File: src/rtl/core/vsq_pkg.sv
// Package for the vertical surface query block.
// Holds table sizes, item kind codes, the stored entry layout and the
// controller-to-datapath command type. No dependencies.
package vsq_pkg;

   // Table geometry and field widths.
   localparam int ENTRIES   = 64;
   localparam int IDX_W     = $clog2(ENTRIES);
   localparam int CNT_W     = 7;
   localparam int COORD_W   = 24;
   localparam int SIZE_W    = 23;
   localparam int BOUND_W   = 26;
   localparam int SURF_W    = 25;
   localparam int WORLD_W   = 5;
   localparam int KIND_W    = 2;
   localparam int REQ_DATA_W = 152;
   localparam int RSP_DATA_W = 32;

   // Item kinds carried in tuser.
   localparam logic [KIND_W-1:0] KIND_LOAD   = 2'd0;
   localparam logic [KIND_W-1:0] KIND_GROUND = 2'd1;
   localparam logic [KIND_W-1:0] KIND_CEIL   = 2'd2;

   // Sentinels returned when no surface qualifies.
   localparam logic signed [BOUND_W-1:0] SURF_MIN = -26'sd16777216;
   localparam logic signed [BOUND_W-1:0] SURF_MAX = 26'sd16777215;

   // Tag that matches every world.
   localparam logic signed [WORLD_W-1:0] WORLD_ALL = -5'sd1;

   // One table entry: bounds at 9 fractional bits plus the world tag.
   typedef struct packed {
      logic signed [BOUND_W-1:0] x_lo;
      logic signed [BOUND_W-1:0] x_hi;
      logic signed [BOUND_W-1:0] y_lo;
      logic signed [BOUND_W-1:0] y_hi;
      logic signed [BOUND_W-1:0] z_lo;
      logic signed [BOUND_W-1:0] z_hi;
      logic signed [WORLD_W-1:0] tag;
   } plat_entry_type;

   // Commands from the controller to the datapath.
   typedef struct packed {
      logic             write_en;
      logic             start;
      logic             ground;
      logic             rd_en;
      logic [IDX_W-1:0] rd_addr;
      logic             out_zero;
      logic             finish;
   } vsq_cmd_type;

   // Controller states.
   typedef enum logic [1:0] {
      ST_IDLE,
      ST_SCAN,
      ST_DRAIN
   } vsq_state_type;

endpackage

File: src/rtl/core/vsq_ctrl.sv
// Controller of the vertical surface query block: handshakes, entry count
// register, scan address sequencing and result valid.
// Depends on vsq_pkg.
module vsq_ctrl
   import vsq_pkg::*;
(
   input  logic              clock,
   input  logic              reset,
   input  logic              req_tvalid,
   output logic              req_tready,
   input  logic [KIND_W-1:0] req_kind,
   output logic              rsp_tvalid,
   input  logic              rsp_tready,
   input  logic              csr_valid,
   output logic              csr_ready,
   input  logic [CNT_W-1:0]  csr_data,
   input  logic              busy,
   output vsq_cmd_type       cmd
);

   vsq_state_type state_ff, state_in;
   logic [CNT_W-1:0] count_ff;
   logic [CNT_W-1:0] addr_ff, addr_in;
   logic [CNT_W-1:0] eff_count;
   logic rsp_valid_ff, rsp_valid_in;
   logic out_free;
   logic accept;
   logic is_query;

   // Entry count register; the user is to write it only while the block is idle (not enforced here).
   assign csr_ready = 1'b1;
   always_ff @(posedge clock) begin
      if (reset) begin
         count_ff <= '0;
      end else if (csr_valid && csr_ready) begin
         count_ff <= csr_data;
      end
   end

   // A count above the table size scans the whole table.
   assign eff_count = (count_ff > CNT_W'(ENTRIES)) ? CNT_W'(ENTRIES) : count_ff;

   assign out_free   = !rsp_valid_ff || rsp_tready;
   assign req_tready = (state_ff == ST_IDLE) && out_free;
   assign accept     = req_tvalid && req_tready;
   assign is_query   = (req_kind == KIND_GROUND) || (req_kind == KIND_CEIL);

   // Next state and commands.
   always_comb begin
      state_in     = state_ff;
      addr_in      = addr_ff;
      cmd          = '0;
      cmd.ground   = (req_kind == KIND_GROUND);
      cmd.rd_addr  = addr_ff[IDX_W-1:0];
      case (state_ff)
         ST_IDLE: begin
            if (accept) begin
               cmd.write_en = (req_kind == KIND_LOAD);
               if (is_query) begin
                  cmd.start = 1'b1;
                  addr_in   = '0;
                  state_in  = (eff_count == '0) ? ST_DRAIN : ST_SCAN;
               end else begin
                  cmd.out_zero = 1'b1;
               end
            end
         end
         ST_SCAN: begin
            cmd.rd_en = 1'b1;
            addr_in   = addr_ff + 1'b1;
            if (CNT_W'(addr_ff + 1'b1) == eff_count) begin
               state_in = ST_DRAIN;
            end
         end
         ST_DRAIN: begin
            if (!busy && out_free) begin
               cmd.finish = 1'b1;
               state_in   = ST_IDLE;
            end
         end
         default: begin
            state_in = ST_IDLE;
         end
      endcase
   end

   always_ff @(posedge clock) begin
      if (reset) begin
         state_ff <= ST_IDLE;
         addr_ff  <= '0;
      end else begin
         state_ff <= state_in;
         addr_ff  <= addr_in;
      end
   end

   // Result valid: set when a result is loaded, cleared when it is taken.
   always_comb begin
      rsp_valid_in = rsp_valid_ff;
      if (cmd.out_zero || cmd.finish) begin
         rsp_valid_in = 1'b1;
      end else if (rsp_tready) begin
         rsp_valid_in = 1'b0;
      end
   end

   always_ff @(posedge clock) begin
      if (reset) begin
         rsp_valid_ff <= 1'b0;
      end else begin
         rsp_valid_ff <= rsp_valid_in;
      end
   end

   assign rsp_tvalid = rsp_valid_ff;

   // The scan address stays inside the entries in use.
   a_scan_addr: assert property (@(posedge clock) disable iff (reset)
      (state_ff == ST_SCAN) |-> (addr_ff < eff_count))
      else $error("scan address beyond entry count");

   // A query over a non-empty table starts a scan.
   a_scan_start: assert property (@(posedge clock) disable iff (reset)
      (accept && is_query && (eff_count != '0)) |=> (state_ff == ST_SCAN))
      else $error("query did not start a scan");

   // A finished query presents its result on the next cycle.
   a_finish_valid: assert property (@(posedge clock) disable iff (reset)
      cmd.finish |=> rsp_valid_ff)
      else $error("finished query left no result");

   // The datapath pipeline is empty whenever the controller is idle.
   a_idle_empty: assert property (@(posedge clock) disable iff (reset)
      (state_ff == ST_IDLE) |-> !busy)
      else $error("datapath busy while idle");

endmodule

File: config.mk
export PLATFORM = sky130hd
export DESIGN_NAME = vsq_ctrl
export DESIGN_NICKNAME = d
export VERILOG_FILES = /design/src/rtl/core/vsq_pkg.sv /design/src/rtl/core/vsq_ctrl.sv
export SDC_FILE = /design/constraint.sdc
export NUM_CORES = 1
export LEC_CHECK = 0
export BUFFER_PORTS_ARGS = -buffer_cell sky130_fd_sc_hd__buf_2
export CORE_ASPECT_RATIO = 1.1
export CORE_MARGIN = 10
export CORE_UTILIZATION = 55
export DETAILED_ROUTE_END_ITERATION = 16
export MAX_ROUTING_LAYER = met4
export PLACE_DENSITY = 0.83
export SETUP_SLACK_MARGIN = 0.5
export SLEW_MARGIN = 15
export SYNTH_ARGS = -nofsm -noshare
export SYNTH_HDL_FRONTEND = slang
export SYNTH_SLANG_ARGS = --single-unit
File: constraint.sdc
create_clock -name clock -period 3 [get_ports clock]
set_input_delay 0 -clock clock [delete_from_list [all_inputs] [get_ports clock]]
set_output_delay 0 -clock clock [all_outputs]
set_load 0.01 [all_outputs]
==> out/results.tsv <==
metric	value	unit
largest net degree at the start of global routing	19	
worst min path class	in -> reg	
Cell Area, Synth	1120	um2
total track usage	0.135	
PortBufs	28	
Combinational Power Share	0.260	
met2 Use GR	0.226	
number of failing hold endpoints at the final stage	0	
Leakage	0.000607	uW
Clock power frac	0.246	
status	completed	
Max VDD drop	0.382	mV
Period minus WS final	2.20	ns
die width	63.0	um
endpoint class of the critical path	register	
Post-CTS Setup Bufs	0	
Final Cycle Share	0.732	
Filler cells	181	
Initial Utilization	0.564	
clk_lat worst skew	0.30	ns
reg2reg end	state_ff[0]	
met1 usage	0.150	
Placed Instances	181	
hold worst-path end	count_ff[5]	
Cell Rows	17	
Nets	183	
P_sw	170	uW
clock root cell	clkbuf_4	
Rel. slew slack	0.585	
H-tree lvl count	1	
Final Skew	0.00211	ns
# hold bufs at CTS	7	
Iteration-0 DRC Markers	36	
initial antenna violation count	0	
cells on worst reg2reg path	7	
maxcap violations	0	
FMAX	0.455	GHz
Hold Startpoint	reset	
sequential-to-total area share from yosys stat	0.305	
internal power	347	uW
Num CTS Buffers	3	
vias	1062	
gpl congestion	0.846	
Main synth FF type	dfxtp_1	
core footprint	1980	um2
met3 Resource Use GR	0.0281	
crit-path max FO	9	
final slew viol count	0	
CTS resizes	0	
Sink Count	17	
Startpoint Class	register	
area of the die	4230	um2
Crit Path Category	reg -> reg	
RSZ-0062 raised after global routing	false	
fraction of final layout cells sized beyond drive strength 1	0.232	
non-filler cells, final	192	
DRC violations left	0	
worst-margin pin slew	0.616	ns
# diodes	0	
count of cell types in the netlist	40	
P per Cell Area	398	nW/um2
Syn. warnings	0	
mean area per synthesized cell	8.15	um2
drt total wl	2650	um
Worst Path Arrival	2.37	ns
R2R setup slack	0.80	ns
hpwl dp	2010	um
clock buffer depth	2	
reg-to-reg critical path startpoint	addr_ff[0]	
Net Sw Frac	0.329	
total grt overflow	0	
CTS tree	yes	
first-pass GRT wire length	4570	um
sequential cell fraction of total power	0.494	
Setup Viol. Count Final	0	
syn nets	155	
WP data required	3.17	ns
Die Ht	67.2	um
grt peak-use layer	met2	
EDFF count, synth	0	
IO Pins	30	
Post-Syn Instances	137	
Layout area overhead	16.6	%
vias per inst	5.53	
DRT antenna net count	0	
mean routed wirelength per cell	13.8	um
WHS Path Cells	2	
clock-pin slew on the worst setup and hold paths	0.10	ns
iteration count of the initial detailed-routing pass	4	
#FFs+latches synth	17	
share of synthesized registers carrying an async set or reset	0	
setup TNS	0	ns
vias in the first global route	1062	
==> power groups by stage <==
stage	clock (uW)	combinational, uW	sequential [uW]
after global routing	139	151	258
after floorplan	0	99.8	253
after CTS	128	134	255
final	127	135	256
after global placement	0	121	259
after detailed placement	0	127	261
==> cells in the final DEF, fill, tap and decap left out, drive strengths merged, types with 4 or more instances in the layout <==
| master | synthesis | routed |
|---|---|---|
| xnor2 | 5 | 5 |
| dfxtp | 17 | 17 |
| a21oi | 8 | 8 |
| nor3 | 6 | 6 |
| nor2 | 23 | 23 |
| mux2i | 7 | 7 |
| dlygate4sd3 | 0 | 7 |
| and3 | 4 | 4 |
| buf | 10 | 28 |
| nand2 | 5 | 5 |
| inv | 5 | 5 |
==> worst max path at each step <==
| stage | startpoint | end | slack (ns) | cells after the start |
|---|---|---|---|---|
| floorplan | addr_ff[0] | state_ff[0] | 1.01 | 7 |
| global placement | addr_ff[0] | state_ff[0] | 0.94 | 7 |
| detailed placement | addr_ff[0] | state_ff[0] | 0.81 | 7 |
| CTS | addr_ff[0] | state_ff[0] | 0.80 | 7 |
| global route | addr_ff[0] | state_ff[0] | 0.65 | 7 |
| finish | addr_ff[0] | state_ff[0] | 0.80 | 7 |
==> cells in the mapped netlist (4+ instances only) <==
cell	number	area, um2
dfxtp_1	17	340
nor2_1	23	86.3
xnor2_1	5	43.8
buf_4	7	52.6
inv_1	5	18.8
and3_1	4	25.0
a21oi_1	8	40.0
nand2_1	5	18.8
nor3_1	6	30.0
mux2i_1	7	70.1
==> metal layers <==
| layer | wire (um) | vias up |
|---|---|---|
| met5 | 0 | - |
| met2 | 1290 | 38 |
| li1 | - | 527 |
| met4 | 58 | 0 |
| met1 | 1180 | 490 |
| met3 | 117 | 7 |
==> logic make-up (layout without fill, tap and decap cells) <==
family,count (synthesis),count (layout),synth area share
other cells,1,1,0.00336
xor+xnor,8,8,0.0628
flops,17,17,0.305
buf+inv,17,44,0.0953
fa+ha+maj,3,3,0.0336
simple gates,59,59,0.281
compound gates,25,25,0.156
mux,7,7,0.0628
==> final cells by class <==
cell class / count / area, um2 / share of cell area
inverter: 5 / 18.8 / 0.0144
timing repair buffer: 35 / 210 / 0.162
sequential: 17 / 340 / 0.262
clock buffer: 3 / 22.5 / 0.0173
multi-input combinational: 103 / 669 / 0.514
clock inverter: 1 / 5.00 / 0.00385
tap: 28 / 35.0 / 0.0269
==> critical path, cell delays in order, from the launching register on <==
cell	delay (ns)
dfxtp_1	0.47
ha_1	0.30
nand3_2	0.13
or3_4	0.40
and2_4	0.16
o211a_1	0.24
nor3_1	0.26
a2111oi_2	0.10
==> state kept, by name (all words and copies together), names as in the netlist <==
signal / cells
state_ff: 2
rsp_tvalid: 1
addr_ff: 7
count_ff: 7
==> metrics by stage <==
stage / worst slack, ns / total power [uW] / instance area [um2] / hold WS (ns) / util
floorplan: 1.01 / 353 / 1120 / 0.0971 / -
global placement: 0.943 / 381 / 1200 / 0.232 / 0.608
detailed placement: 0.812 / 387 / 1200 / 0.241 / 0.608
CTS: 0.798 / 517 / 1300 / 0.0685 / 0.658
global route: 0.646 / 549 / 1300 / 0.0853 / 0.658
finish: 0.804 / 518 / 1300 / 0.0767 / 0.658
Power figures use the tool's default switching activity.
